<file path="src/rtl/core/assert_macros.svh">
// Assertion macros shared by the request line parser RTL.
// Depends on nothing; included by the modules that carry assertions.
`ifndef ASSERT_MACROS_SVH
`define ASSERT_MACROS_SVH

// Checked on every rising clock edge, disabled while reset is high.
`define HRLP_ASSERT(lbl, clk, rst, prop, msg) \
   lbl: assert property (@(posedge clk) disable iff (rst) prop) else $error(msg);

// Checked on every rising clock edge, reset included.
`define HRLP_ASSERT_ALWAYS(lbl, clk, prop, msg) \
   lbl: assert property (@(posedge clk) prop) else $error(msg);

`endif

</file>
<file path="src/rtl/core/hrlp_pkg.sv">
// Package for the HTTP request line parser: payload structs, state and code enums,
// character constants and character class functions. Depends on nothing.
package hrlp_pkg;

   localparam int VERSION_BITS_DEF = 16;
   localparam int VER_OUT_BITS     = 16;

   typedef enum logic [4:0] {
      ST_METHOD_START  = 5'd0,
      ST_METHOD        = 5'd1,
      ST_URI_START     = 5'd2,
      ST_URI           = 5'd3,
      ST_VER_H         = 5'd4,
      ST_VER_T1        = 5'd5,
      ST_VER_T2        = 5'd6,
      ST_VER_P         = 5'd7,
      ST_VER_SLASH     = 5'd8,
      ST_MAJOR_START   = 5'd9,
      ST_MAJOR         = 5'd10,
      ST_MINOR_START   = 5'd11,
      ST_MINOR         = 5'd12,
      ST_LF_AFTER_VER  = 5'd13,
      ST_LINE_START    = 5'd14,
      ST_LWS           = 5'd15,
      ST_NAME          = 5'd16,
      ST_SPACE_BEFORE  = 5'd17,
      ST_VALUE         = 5'd18,
      ST_LF_AFTER_LINE = 5'd19,
      ST_LF_FINAL      = 5'd20
   } state_type;

   typedef enum logic [1:0] {
      STAT_MORE   = 2'd0,
      STAT_DONE   = 2'd1,
      STAT_REJECT = 2'd2
   } status_type;

   typedef enum logic [2:0] {
      ROLE_NONE    = 3'd0,
      ROLE_METHOD  = 3'd1,
      ROLE_URI     = 3'd2,
      ROLE_NEWNAME = 3'd3,
      ROLE_NAME    = 3'd4,
      ROLE_VALUE   = 3'd5
   } role_type;

   typedef struct packed {
      logic [7:0] data_byte;
      logic       restart;
   } req_type;

   typedef struct packed {
      status_type                status;
      role_type                  byte_role;
      logic [7:0]                echo_byte;
      logic [VER_OUT_BITS-1:0]   version_major;
      logic [VER_OUT_BITS-1:0]   version_minor;
   } rsp_type;

   // Decoded result of one byte against the current parser state.
   typedef struct packed {
      state_type  next_state;
      logic       header_seen;
      status_type status;
      role_type   role;
      logic       clr_ver;
      logic       major_step;
      logic       minor_step;
   } dec_type;

   localparam logic [7:0] CH_TAB   = 8'h09;
   localparam logic [7:0] CH_LF    = 8'h0A;
   localparam logic [7:0] CH_CR    = 8'h0D;
   localparam logic [7:0] CH_SP    = 8'h20;
   localparam logic [7:0] CH_DOT   = 8'h2E;
   localparam logic [7:0] CH_SLASH = 8'h2F;
   localparam logic [7:0] CH_ZERO  = 8'h30;
   localparam logic [7:0] CH_NINE  = 8'h39;
   localparam logic [7:0] CH_COLON = 8'h3A;
   localparam logic [7:0] CH_H     = 8'h48;
   localparam logic [7:0] CH_P     = 8'h50;
   localparam logic [7:0] CH_T     = 8'h54;
   localparam logic [7:0] CTL_MAX  = 8'd31;
   localparam logic [7:0] CH_DEL   = 8'd127;

   function automatic logic is_ctl(input logic [7:0] c);
      return (c <= CTL_MAX) || (c == CH_DEL);
   endfunction

   function automatic logic is_sep(input logic [7:0] c);
      logic r;
      unique case (c)
         8'h28, 8'h29, 8'h3C, 8'h3E, 8'h40,
         8'h2C, 8'h3B, 8'h3A, 8'h5C, 8'h22,
         8'h2F, 8'h5B, 8'h5D, 8'h3F, 8'h3D,
         8'h7B, 8'h7D, 8'h20, 8'h09: r = 1'b1;
         default:                    r = 1'b0;
      endcase
      return r;
   endfunction

   function automatic logic is_token(input logic [7:0] c);
      return !c[7] && !is_ctl(c) && !is_sep(c);
   endfunction

   function automatic logic is_digit(input logic [7:0] c);
      return (c >= CH_ZERO) && (c <= CH_NINE);
   endfunction

endpackage

</file>
<file path="src/rtl/core/http_request_line_parser_core.sv">
// HTTP request parser top level: one request byte in, one result out per cycle.
// A byte taken into the byte register moves on to the result register, which drives rsp_valid.
// Throughput is one byte per cycle; the byte register and the result register keep flowing
// as long as rsp_stall is low, and the parser state updates as a byte moves to the result.
// Synchronous reset empties both registers and returns the parser to the method start.
// Depends on hrlp_pkg, hrlp_decode, hrlp_acc and assert_macros.svh.
`include "assert_macros.svh"

module http_request_line_parser_core #(
   parameter int VERSION_BITS = hrlp_pkg::VERSION_BITS_DEF
) (
   input  logic              clock,
   input  logic              reset,
   input  logic              req_valid,
   output logic              req_stall,
   input  hrlp_pkg::req_type req_data,
   output logic              rsp_valid,
   input  logic              rsp_stall,
   output hrlp_pkg::rsp_type rsp_data
);
   import hrlp_pkg::*;

   logic                    in_valid_ff, in_valid_in;
   req_type                 in_data_ff;
   logic                    out_valid_ff, out_valid_in;
   rsp_type                 out_data_ff, out_data_in;

   state_type               state_ff, state_in;
   logic                    header_seen_ff, header_seen_in;
   logic [VERSION_BITS-1:0] major_ff, major_in;
   logic [VERSION_BITS-1:0] minor_ff, minor_in;

   state_type               cur_state;
   logic                    cur_hs;
   logic [VERSION_BITS-1:0] cur_major, cur_minor;
   logic [VERSION_BITS-1:0] major_step_val, minor_step_val;
   logic [VERSION_BITS+VER_OUT_BITS-1:0] major_ext, minor_ext;
   dec_type                 dec;
   logic                    advance;
   logic                    req_take;

   // A result slot is free when empty or when its result is taken this cycle.
   assign advance   = in_valid_ff && (!out_valid_ff || !rsp_stall);
   assign req_stall = in_valid_ff && !advance;
   assign req_take  = req_valid && !req_stall;

   // Restart takes effect before the byte is parsed.
   assign cur_state = in_data_ff.restart ? ST_METHOD_START : state_ff;
   assign cur_hs    = in_data_ff.restart ? 1'b0 : header_seen_ff;
   assign cur_major = in_data_ff.restart ? '0 : major_ff;
   assign cur_minor = in_data_ff.restart ? '0 : minor_ff;

   hrlp_decode u_decode (
      .state       (cur_state),
      .header_seen (cur_hs),
      .data_byte   (in_data_ff.data_byte),
      .dec         (dec)
   );

   hrlp_acc #(.VERSION_BITS(VERSION_BITS)) u_major_acc (
      .acc      (cur_major),
      .digit    (in_data_ff.data_byte[3:0]),
      .acc_next (major_step_val)
   );

   hrlp_acc #(.VERSION_BITS(VERSION_BITS)) u_minor_acc (
      .acc      (cur_minor),
      .digit    (in_data_ff.data_byte[3:0]),
      .acc_next (minor_step_val)
   );

   always_comb begin
      major_in = cur_major;
      minor_in = cur_minor;
      if (dec.clr_ver) begin
         major_in = '0;
         minor_in = '0;
      end
      if (dec.major_step) major_in = major_step_val;
      if (dec.minor_step) minor_in = minor_step_val;
   end

   assign state_in       = advance ? dec.next_state : state_ff;
   assign header_seen_in = advance ? dec.header_seen : header_seen_ff;

   assign major_ext = {{VER_OUT_BITS{1'b0}}, major_in};
   assign minor_ext = {{VER_OUT_BITS{1'b0}}, minor_in};

   always_comb begin
      out_data_in.status        = dec.status;
      out_data_in.byte_role     = dec.role;
      out_data_in.echo_byte     = in_data_ff.data_byte;
      out_data_in.version_major = major_ext[VER_OUT_BITS-1:0];
      out_data_in.version_minor = minor_ext[VER_OUT_BITS-1:0];
   end

   assign in_valid_in  = req_take ? 1'b1 : (advance ? 1'b0 : in_valid_ff);
   assign out_valid_in = advance ? 1'b1 : (rsp_stall ? out_valid_ff : 1'b0);

   always_ff @(posedge clock) begin
      if (reset) begin
         in_valid_ff    <= 1'b0;
         out_valid_ff   <= 1'b0;
         state_ff       <= ST_METHOD_START;
         header_seen_ff <= 1'b0;
         major_ff       <= '0;
         minor_ff       <= '0;
      end else begin
         in_valid_ff    <= in_valid_in;
         out_valid_ff   <= out_valid_in;
         state_ff       <= state_in;
         header_seen_ff <= header_seen_in;
         if (advance) begin
            major_ff <= major_in;
            minor_ff <= minor_in;
         end
      end
   end

   always_ff @(posedge clock) begin
      if (req_take) in_data_ff <= req_data;
      if (advance) out_data_ff <= out_data_in;
   end

   assign rsp_valid = out_valid_ff;
   assign rsp_data  = out_data_ff;

   `HRLP_ASSERT(a_reject_holds_state, clock, reset, advance && dec.status == STAT_REJECT |=> state_ff == $past(cur_state), "rejected byte changed the parser state")
   `HRLP_ASSERT(a_done_in_final, clock, reset, advance && dec.status == STAT_DONE |=> state_ff == ST_LF_FINAL, "complete status outside the final newline wait")
   `HRLP_ASSERT(a_role_only_more, clock, reset, rsp_valid && rsp_data.byte_role != ROLE_NONE |-> rsp_data.status == STAT_MORE, "field byte reported with a final status")
   `HRLP_ASSERT(a_held_byte_kept, clock, reset, in_valid_ff && !advance |=> in_valid_ff && $stable(in_data_ff), "held request lost from the byte register")
endmodule

</file>
<file path="src/rtl/core/hrlp_acc.sv">
// Saturating decimal digit accumulator: acc * 10 + digit, clamped to all ones.
// Depends on nothing.
module hrlp_acc #(
   parameter int VERSION_BITS = 16
) (
   input  logic [VERSION_BITS-1:0] acc,
   input  logic [3:0]              digit,
   output logic [VERSION_BITS-1:0] acc_next
);
   logic [VERSION_BITS+3:0] sum;

   // Times ten is a shift-by-three plus a shift-by-one.
   assign sum = {1'b0, acc, 3'b000} + {3'b000, acc, 1'b0} + {{VERSION_BITS{1'b0}}, digit};

   assign acc_next = (sum[VERSION_BITS+3:VERSION_BITS] != 4'd0) ?
                     {VERSION_BITS{1'b1}} : sum[VERSION_BITS-1:0];
endmodule

</file>
<file path="src/rtl/core/hrlp_decode.sv">
// Per-byte decode of the request parser state machine: next state and byte outputs.
// Depends on hrlp_pkg.
module hrlp_decode (
   input  hrlp_pkg::state_type state,
   input  logic                header_seen,
   input  logic [7:0]          data_byte,
   output hrlp_pkg::dec_type   dec
);
   import hrlp_pkg::*;

   state_type  next_state;
   logic       hs_next;
   status_type status;
   role_type   role;
   logic       clr_ver;
   logic       major_step;
   logic       minor_step;
   logic       c_ws;

   assign c_ws = (data_byte == CH_SP) || (data_byte == CH_TAB);

   // Next state.
   always_comb begin
      next_state = state;
      hs_next    = header_seen;
      unique case (state)
         ST_METHOD_START: if (is_token(data_byte)) next_state = ST_METHOD;
         ST_METHOD:       if (data_byte == CH_SP) next_state = ST_URI_START;
         ST_URI_START:    if (!is_ctl(data_byte)) next_state = ST_URI;
         ST_URI:          if (data_byte == CH_SP) next_state = ST_VER_H;
         ST_VER_H:        if (data_byte == CH_H) next_state = ST_VER_T1;
         ST_VER_T1:       if (data_byte == CH_T) next_state = ST_VER_T2;
         ST_VER_T2:       if (data_byte == CH_T) next_state = ST_VER_P;
         ST_VER_P:        if (data_byte == CH_P) next_state = ST_VER_SLASH;
         ST_VER_SLASH:    if (data_byte == CH_SLASH) next_state = ST_MAJOR_START;
         ST_MAJOR_START:  if (is_digit(data_byte)) next_state = ST_MAJOR;
         ST_MAJOR:        if (data_byte == CH_DOT) next_state = ST_MINOR_START;
         ST_MINOR_START:  if (is_digit(data_byte)) next_state = ST_MINOR;
         ST_MINOR:        if (data_byte == CH_CR) next_state = ST_LF_AFTER_VER;
         ST_LF_AFTER_VER: if (data_byte == CH_LF) next_state = ST_LINE_START;
         ST_LINE_START: begin
            priority if (data_byte == CH_CR) next_state = ST_LF_FINAL;
            else if (header_seen && c_ws) next_state = ST_LWS;
            else if (is_token(data_byte)) begin
               next_state = ST_NAME;
               hs_next    = 1'b1;
            end else next_state = state;
         end
         ST_LWS: begin
            priority if (data_byte == CH_CR) next_state = ST_LF_AFTER_LINE;
            else if (!c_ws && !is_ctl(data_byte)) next_state = ST_VALUE;
            else next_state = state;
         end
         ST_NAME:          if (data_byte == CH_COLON) next_state = ST_SPACE_BEFORE;
         ST_SPACE_BEFORE:  if (data_byte == CH_SP) next_state = ST_VALUE;
         ST_VALUE:         if (data_byte == CH_CR) next_state = ST_LF_AFTER_LINE;
         ST_LF_AFTER_LINE: if (data_byte == CH_LF) next_state = ST_LINE_START;
         ST_LF_FINAL:      next_state = ST_LF_FINAL;
         default:          next_state = state;
      endcase
   end

   // Status, role and version accumulator controls.
   always_comb begin
      status     = STAT_MORE;
      role       = ROLE_NONE;
      clr_ver    = 1'b0;
      major_step = 1'b0;
      minor_step = 1'b0;
      unique case (state)
         ST_METHOD_START: begin
            if (is_token(data_byte)) role = ROLE_METHOD;
            else status = STAT_REJECT;
         end
         ST_METHOD: begin
            priority if (data_byte == CH_SP) role = ROLE_NONE;
            else if (is_token(data_byte)) role = ROLE_METHOD;
            else status = STAT_REJECT;
         end
         ST_URI_START: begin
            if (is_ctl(data_byte)) status = STAT_REJECT;
            else role = ROLE_URI;
         end
         ST_URI: begin
            priority if (data_byte == CH_SP) role = ROLE_NONE;
            else if (is_ctl(data_byte)) status = STAT_REJECT;
            else role = ROLE_URI;
         end
         ST_VER_H:  if (data_byte != CH_H) status = STAT_REJECT;
         ST_VER_T1: if (data_byte != CH_T) status = STAT_REJECT;
         ST_VER_T2: if (data_byte != CH_T) status = STAT_REJECT;
         ST_VER_P:  if (data_byte != CH_P) status = STAT_REJECT;
         ST_VER_SLASH: begin
            if (data_byte == CH_SLASH) clr_ver = 1'b1;
            else status = STAT_REJECT;
         end
         ST_MAJOR_START: begin
            if (is_digit(data_byte)) major_step = 1'b1;
            else status = STAT_REJECT;
         end
         ST_MAJOR: begin
            priority if (data_byte == CH_DOT) role = ROLE_NONE;
            else if (is_digit(data_byte)) major_step = 1'b1;
            else status = STAT_REJECT;
         end
         ST_MINOR_START: begin
            if (is_digit(data_byte)) minor_step = 1'b1;
            else status = STAT_REJECT;
         end
         ST_MINOR: begin
            priority if (data_byte == CH_CR) role = ROLE_NONE;
            else if (is_digit(data_byte)) minor_step = 1'b1;
            else status = STAT_REJECT;
         end
         ST_LF_AFTER_VER: if (data_byte != CH_LF) status = STAT_REJECT;
         ST_LINE_START: begin
            priority if (data_byte == CH_CR) role = ROLE_NONE;
            else if (header_seen && c_ws) role = ROLE_NONE;
            else if (is_token(data_byte)) role = ROLE_NEWNAME;
            else status = STAT_REJECT;
         end
         ST_LWS: begin
            priority if (data_byte == CH_CR || c_ws) role = ROLE_NONE;
            else if (is_ctl(data_byte)) status = STAT_REJECT;
            else role = ROLE_VALUE;
         end
         ST_NAME: begin
            priority if (data_byte == CH_COLON) role = ROLE_NONE;
            else if (is_token(data_byte)) role = ROLE_NAME;
            else status = STAT_REJECT;
         end
         ST_SPACE_BEFORE: if (data_byte != CH_SP) status = STAT_REJECT;
         ST_VALUE: begin
            priority if (data_byte == CH_CR) role = ROLE_NONE;
            else if (is_ctl(data_byte)) status = STAT_REJECT;
            else role = ROLE_VALUE;
         end
         ST_LF_AFTER_LINE: if (data_byte != CH_LF) status = STAT_REJECT;
         ST_LF_FINAL: status = (data_byte == CH_LF) ? STAT_DONE : STAT_REJECT;
         default:     status = STAT_REJECT;
      endcase
   end

   assign dec.next_state  = next_state;
   assign dec.header_seen = hs_next;
   assign dec.status      = status;
   assign dec.role        = role;
   assign dec.clr_ver     = clr_ver;
   assign dec.major_step  = major_step;
   assign dec.minor_step  = minor_step;
endmodule

</file>
<file path="config.mk">
export PLATFORM = sky130hd
export DESIGN_NAME = http_request_line_parser_core
export DESIGN_NICKNAME = d
export VERILOG_FILES = /design/src/rtl/core/hrlp_pkg.sv /design/src/rtl/core/http_request_line_parser_core.sv /design/src/rtl/core/hrlp_acc.sv /design/src/rtl/core/hrlp_decode.sv
export VERILOG_INCLUDE_DIRS = /design/src /design/src/rtl/core
export SDC_FILE = /design/constraint.sdc
export NUM_CORES = 1
export LEC_CHECK = 0
export ABC_AREA = 1
export ABC_CLOCK_PERIOD_IN_PS = 3300
export BUFFER_PORTS_ARGS = -buffer_cell sky130_fd_sc_hd__clkbuf_2
export CAP_MARGIN = 20
export CORE_UTILIZATION = 45
export CTS_CLUSTER_DIAMETER = 100
export DETAILED_ROUTE_END_ITERATION = 8
export PLACE_DENSITY_LB_ADDON = 0.2
export SETUP_SLACK_MARGIN = 0.15
export SLEW_MARGIN = 40
export SYNTH_ARGS = -nofsm -noshare
export SYNTH_HDL_FRONTEND = slang
export SYNTH_HIERARCHICAL = 1
export SYNTH_SLANG_ARGS = --single-unit
</file>
<file path="constraint.sdc">
create_clock -name clock -period 3.3 [get_ports clock]
set_input_delay 0.33 -clock clock [delete_from_list [all_inputs] [get_ports clock]]
set_output_delay 0.33 -clock clock [all_outputs]
set_load 0.01 [all_outputs]
</file>
==> impl_metrics.tcl, run 1 <==
set metrics [dict create \
    ctsHoldBuffers 0 \
    ant_nets 0 \
    worstPathArrival_ps 3340 \
    tightest_slew_ps 508 \
    clk_latency_ps 360 \
    antenna_cells 0 \
    rows 49 \
    wire_per_inst_um 15.0 \
    min_period_ps 3080 \
    power_density_nw_per_um2 307 \
    yosys_warnings 6 \
    slew_viol_final 0 \
    finalHoldViolCount 0 \
    overflow 0 \
    die-area_um2 19400 \
    dp_cells 1544 \
    multiInputGateArea_um2 5740 \
    dp_hpwl_um 17300 \
    critPathKind "register to register" \
    firstDrtPassIters 6 \
    cts_root_buffer "clkbuf_16" \
    portBuffers 59 \
    finalNonFillerCells 1584 \
    fp.coreArea_um2 18200 \
    seqCellArea_um2 2420 \
    antenna_found_initial 0 \
    final_common_cell "nand2_1" \
    start_util_pct 46.6 \
    crit_path_max_incr_delay_ps 380 \
    vias_per_cell 5.06 \
    die_h_um 139 \
    finalCritPeriodShare_pct 93.5 \
    cp-start-kind "register" \
    synth_edf_count 54 \
    grt_pass1_vias 7439 \
    cts_made_buffers 9 \
    relSlewSlack_pct 66.1 \
    grt_pass1_wl_um 37000 \
    cts_sinks 94 \
    cts_buffer_depth 2 \
    required_ps 3560 \
    track_usage_pct 23.9 \
    grt_max_degree 71 \
    cp-end-kind "register" \
    fmax_mhz 324 \
    final_nets 1429 \
    ir_worst_vdd_mv 0.331 \
    synth.distinct_cells 40 \
    crit_path_frequent_cell "nand2_1" \
    synth.avg_cell_area_um2 6.76 \
    io_pins 60 \
    cts_tree "done" \
    synth_top_cell_by_area "edfxtp_1" \
    rsz0062_at_grt "yes" \
    seq_area_frac_synth_pct 28.5 \
    fillCellCount 1711 \
    status "complete, no violations" \
    synthesis.nets 1335 \
    p_leak_uw 0.00534 \
    critical-path-top-delay-family "simple AND/OR/NAND/NOR gates" \
    wl_um 23700 \
    die_x_um 139 \
    area_growth_pct 23.0 \
    holdWs_ps 152 \
    ys_ff_latch 94 \
    cap_violations 0 \
    cp_slowest_cell "edfxtp_1" \
    final_cell_mix "359 x nand2_1, 197 x inv_1, 102 x nor2_1" \
    tns_ps 0 \
    hold_path_class "input pin to register" \
    netlist_area_um2 8490 \
    ys.flop_type "edfxtp_1" \
    cts.htree.levels 3 \
    synth_cells 1256 \
    worst-path-max-fanout 6 \
    fin_worst_skew_ps 14.6 \
    synth_top_area_share_pct 19.1 \
    dr.first_iter.drc_count 616 \
    num_vias 8011 \
    setup_viol 0 \
    async_reset_ff_share_pct 0 \
    layout-drive-gt1-share_pct 28.9 \
    crit_chain "buf_6, buf_12, buf_4, nor2_4, ha_1, ha_4, nand2_1, nand2_1, a21oi_2, nand2_2, nand2_2, nand2_1, nand2_1, nand2_2, nor2_4, buf_6, nand3_2, nand2_1, nand3_2, nand2_1, inv_1" \
    crit_buf_inv 5 \
    place.gp.congestion 0.961 \
    clkTransAtPathRegs_ps 80 \
    drc 0 \
    yosys-top-cells-area "edfxtp_1 19%, nand2_1 18%, dfxtp_1 9.4%" \
]
## metrics by stage
stage | worst slack, ps | utilization (%) | power, uW | instance area [um2]
after detailed placement | 61.2 | 49.9 | 2000 | 9080
after global routing | 66.4 | 57.3 | 3360 | 10400
after floorplan | 295 | - | 1840 | 8490
after global placement | 73.5 | 49.9 | 2000 | 9080
final | 216 | 57.3 | 3200 | 10400
after CTS | 150 | 52.4 | 3110 | 9540
## worst paths after layout
check                                         startpoint                   endpoint  slack, ps  cells past startpoint
worst min-delay path                         req_data[7]    in_data_ff[7]$_DFFE_PP_        150                      1
worst max-delay path             in_data_ff[0]$_DFFE_PP_  major_ff[10]$_SDFFE_PP0P_        220                     21
worst max register to register   in_data_ff[0]$_DFFE_PP_  major_ff[10]$_SDFFE_PP0P_        220                     21
worst min register to register  state_ff[1]$_SDFFE_PP0P_   state_ff[1]$_SDFFE_PP0P_        490                      2
## where the power goes
part | switching (uW) | internal [uW] | leakage (uW)
logic | 477 | 317 | 0.00434
clock network | 486 | 580 | 0.000146
registers | 31.1 | 1310 | 0.000853
total | 994 | 2210 | 0.00534
## registers in the layout, indices dropped and copies added, names as in the netlist
register / cells
in_data_ff: 9
in_valid_ff: 1
rsp_valid: 1
major_ff: 16
rsp_data: 45
minor_ff: 16
header_seen_ff: 1
state_ff: 5
## timing repair
action | 4_1_cts | 5_1_grt
pin swaps | 5 | 58
setup endpoints to repair | 64 | 65
setup buffers | 5 | 16
gates resized for setup | 22 | 148
cloned | 1 | 2
hold endpoints to repair | 0 | 0
## final cells by class
| cell class | instances | area share (%) |
|---|---|---|
| clock buffers | 13 | 2.59 |
| clock inverters | 3 | 0.252 |
| inverters | 216 | 7.78 |
| multi-input cells | 914 | 55.0 |
| flip-flops and latches | 94 | 23.2 |
| well taps | 229 | 2.74 |
| repair buffers | 115 | 8.45 |
## kinds of logic (layout without fill, tap and decap cells)
kind of cell               Yosys count  count (layout)  synth area share [%]
AOI/OAI and AO/OA                  100             100                  6.68
xor gates and xnor gates            17              17                  1.75
adders and majority gates           66              66                  10.1
buffers and inverters              248             347                  12.9
DFF                                 94              94                  28.5
and+or+nand+nor                    731             731                  40.1
## Yosys cell counts, drive strengths merged (4+ instances only)
cell type and number:
buf 28, nand2 435, a21oi 63, clkbuf 4, dfxtp 40, xor2 7, o21ai 29, nor2 154
nor3 15, fa 4, ha 62, nand3 118, xnor2 10, nand4 7, edfxtp 54, inv 216
## worst register-to-register path, stage by stage (launching register included)
cell and delay (ps):
edfxtp_1 380, buf_6 160, buf_12 140, buf_4 190, nor2_4 140, ha_1 280
ha_4 270, nand2_1 70, nand2_1 70, a21oi_2 130, nand2_2 90, nand2_2 90
nand2_1 60, nand2_1 60, nand2_2 70, nor2_4 220, buf_6 160, nand3_2 50
nand2_1 110, nand3_2 110, nand2_1 100, inv_1 40
## routing by layer
| metal | part of all wire [%] | track usage [%] | vias up |
|---|---|---|---|
| li1 | - | - | 4132 |
| met1 | 47 | 32.5 | 3631 |
| met2 | 47 | 39.2 | 215 |
| met3 | 4.6 | 3.23 | 33 |
| met4 | 1.6 | 7.72 | 0 |
| met5 | 0 | 0 | - |
Power figures use the tool's default switching activity.
==> inputs of run 2 (changes only) <==
--- a/config.mk
+++ b/config.mk
@@ -13,10 +13,11 @@
 export CORE_UTILIZATION = 45
 export CTS_CLUSTER_DIAMETER = 100
 export DETAILED_ROUTE_END_ITERATION = 8
+export HOLD_SLACK_MARGIN = 0.05
 export PLACE_DENSITY_LB_ADDON = 0.2
+export REMOVE_ABC_BUFFERS = 1
 export SETUP_SLACK_MARGIN = 0.15
 export SLEW_MARGIN = 40
 export SYNTH_ARGS = -nofsm -noshare
 export SYNTH_HDL_FRONTEND = slang
-export SYNTH_HIERARCHICAL = 1
 export SYNTH_SLANG_ARGS = --single-unit
==> run 2 against run 1 <==
Against the previous run: synthesized cell count shrank 2.6%; combinational power shrank 16%; area after synthesis shrank 4.1%; die area shrank 4.0%; cell count shrank 3.7%.
==> impl_metrics.tcl, run 2 <==
set metrics [dict create \
    status "complete, no violations" \
    ant_nets 0 \
    clk_latency_ps 360 \
    dp_hpwl_um 16600 \
    min_period_ps 3090 \
    ys_ff_latch 94 \
    synth_top_area_share_pct 19.9 \
    antenna_cells 0 \
    final_cell_mix "376 x nand2_1, 187 x inv_1, 114 x nand3_1" \
    seq_area_frac_synth_pct 29.7 \
    cap_violations 0 \
    synth_fa_ha_area_share_pct 10.5 \
    io_pins 60 \
    dr.first_iter.drc_count 528 \
    fmax_mhz 323 \
    final_common_cell "nand2_1" \
    ys.flop_type "edfxtp_1" \
    crit_path_max_incr_delay_ps 410 \
    rows 48 \
    grt_pass1_vias 7273 \
    async_reset_ff_share_pct 0 \
    min-delay-start "req_data[7]" \
    finalCritPeriodShare_pct 93.7 \
    overflow 0 \
    grt_max_degree 56 \
    whs_endpoint "in_data_ff[7]$_DFFE_PP_" \
    cts_root_buffer "clkbuf_16" \
    wl_um 22000 \
    fp.coreArea_um2 17500 \
    r2r_end "rsp_data[30]$_DFFE_PP_" \
    slew_viol_final 0 \
    die_x_um 137 \
    drc 0 \
    cts_sinks 94 \
    crit_buf_inv 2 \
    die-area_um2 18600 \
    required_ps 3410 \
    die_h_um 137 \
    vias_per_cell 5.10 \
    worstPathArrival_ps 3210 \
    rsz0062_at_grt "yes" \
    cts_buffer_depth 2 \
    ir_worst_vdd_mv 0.245 \
    start_util_pct 46.6 \
    wire_per_inst_um 14.4 \
    p_leak_uw 0.00511 \
    cp_slowest_cell "edfxtp_1" \
    clkTransAtPathRegs_ps 70 \
    crit_chain "buf_12, nor2_1, ha_1, ha_1, fa_2, nand2_1, nand2_1, nand3_1, nand2_2, nand2_2, nand2_1, nand2_1, nand2_1, nor2_2, buf_4, nand3_1, nand2_1, nand2_1" \
    rr_startpoint "in_data_ff[0]$_DFFE_PP_" \
    synth_mux_area_share_pct 0 \
    final_nets 1374 \
    synth.distinct_cells 47 \
    grt_pass1_wl_um 35800 \
    ctsHoldBuffers 0 \
    tightest_slew_ps 729 \
    ys_top_cells_by_count "379 x nand2_1, 187 x inv_1, 114 x nand3_1" \
    synth_top_family_by_area "simple AND/OR/NAND/NOR gates" \
    synth.avg_cell_area_um2 6.66 \
    yosys.cell_count.top_type "nand2_1" \
    antenna_found_initial 0 \
    largest_register_ffs 45 \
    cts_tree "done" \
    cp-start-kind "register" \
    yosys-top-cells-area "edfxtp_1 20%, nand2_1 17%, dfxtp_1 9.8%" \
    portBuffers 59 \
    synth_cells 1223 \
    fin_worst_skew_ps 13.7 \
    worst-path-max-fanout 16 \
    synth_top_cell_by_area "edfxtp_1" \
    crit_path_frequent_cell "nand2_1" \
    synth-simple-area-share_pct 38.2 \
    netlist_area_um2 8140 \
    r2r_slack_ps 210 \
    cts.htree.levels 3 \
    power_density_nw_per_um2 344 \
    setup_viol 0 \
    hold_path_class "input pin to register" \
    layout-drive-gt1-share_pct 17.9 \
    place.gp.congestion 0.925 \
    yosys_warnings 0 \
    synth_xor_area_share_pct 2.58 \
    critPathKind "register to register" \
    fin_area_um2 9420 \
    synth_edf_count 54 \
    synth-compound-area-share_pct 7.60 \
    area_growth_pct 15.7 \
    cts_made_buffers 9 \
    track_usage_pct 24.6 \
    p_total_uw 3240 \
    relSlewSlack_pct 51.3 \
    r2r_cells 18 \
    num_vias 7774 \
    critical-path-top-delay-family "simple AND/OR/NAND/NOR gates" \
    holdPathStages 1 \
    postPlaceCellArea_um2 8760 \
    cp-end-kind "register" \
    firstDrtPassIters 5 \
    finalHoldViolCount 0 \
]
-- run 2: how the worst max path moves through the flow --
| stage | cells past startpoint | endpoint | slack [ps] | start |
|---|---|---|---|---|
| after detailed placement | 16 | rsp_data[3]$_DFFE_PP_ | -80 | in_data_ff[0]$_DFFE_PP_ |
| after floorplan | 9 | state_ff[0]$_SDFFE_PP0P_ | -2710 | rsp_valid$_SDFFE_PP0P_ |
| after CTS | 17 | rsp_data[11]$_DFFE_PP_ | 150 | in_data_ff[0]$_DFFE_PP_ |
| after global routing | 19 | major_ff[10]$_SDFFE_PP0P_ | 30 | in_data_ff[0]$_DFFE_PP_ |
| after global placement | 15 | rsp_data[0]$_DFFE_PP_ | -30 | in_data_ff[0]$_DFFE_PP_ |
| final | 18 | rsp_data[30]$_DFFE_PP_ | 210 | in_data_ff[0]$_DFFE_PP_ |
-- run 2: logic make-up (layout without fill, tap and decap cells) --
kind of cell             Yosys count  after routing
buffers and inverters            228            305
flip-flops                        94             94
XOR/XNOR                          24             24
AO/OA/AOI/OAI                    111            111
AND/OR/NAND/NOR                  700            700
adder cells (fa/ha/maj)           66             66
-- run 2: worst reg2reg max path, cell delays in order (launching register included) --
cell and delay (ps):
edfxtp_1 410, buf_12 190, nor2_1 200, ha_1 270, ha_1 230, fa_2 370
nand2_1 80, nand2_1 90, nand3_1 110, nand2_2 100, nand2_2 80, nand2_1 50
nand2_1 60, nand2_1 50, nor2_2 100, buf_4 190, nand3_1 120, nand2_1 100
nand2_1 60
-- run 2: final cells by class --
class / instances / area [um2]
Tap cell: 225 / 282
Fill cell: 1751 / 8060
Timing Repair Buffer: 87 / 587
Sequential cell: 94 / 2420
Inverter: 202 / 764
Clock inverter: 6 / 115
Multi-Input combinational cell: 901 / 5020
Clock buffer: 10 / 229
-- run 2: repair_timing --
action,CTS,global route
setup buffers,3,3
pin swaps,2,3
resized for setup,18,49
endpoints found under the setup margin,63,64
-- run 2: stage by stage --
| step | cells | setup WS (ps) | setup TNS (ps) | hold WS, ps | util (%) |
|---|---|---|---|---|---|
| final | 1525 | 207 | 0 | 148 | 53.9 |
| after global routing | 1525 | 25.4 | 0 | 135 | 53.9 |
| after CTS | 1522 | 151 | 0 | 136 | 52.6 |
| after detailed placement | 1503 | -83.9 | -1910 | 478 | 50.1 |
| after global placement | 1503 | -34.3 | -190 | 467 | 50.1 |
| after floorplan | 1197 | -2710 | -135420 | 399 | - |
-- run 2: power by group --
| part | total (uW) | switching [uW] | internal (uW) |
|---|---|---|---|
| Combinational | 664 | 421 | 243 |
| Sequential | 1340 | 33.7 | 1310 |
| Clock | 1230 | 487 | 747 |
-- run 2: per-layer routing --
| metal | up-vias | routed length [um] | track usage [%] |
|---|---|---|---|
| li1 | 4017 | - | - |
| met1 | 3567 | 10000 | 32.0 |
| met2 | 160 | 10600 | 41.8 |
| met3 | 30 | 861 | 3.41 |
| met4 | 0 | 448 | 8.09 |
| met5 | - | 0 | 0 |
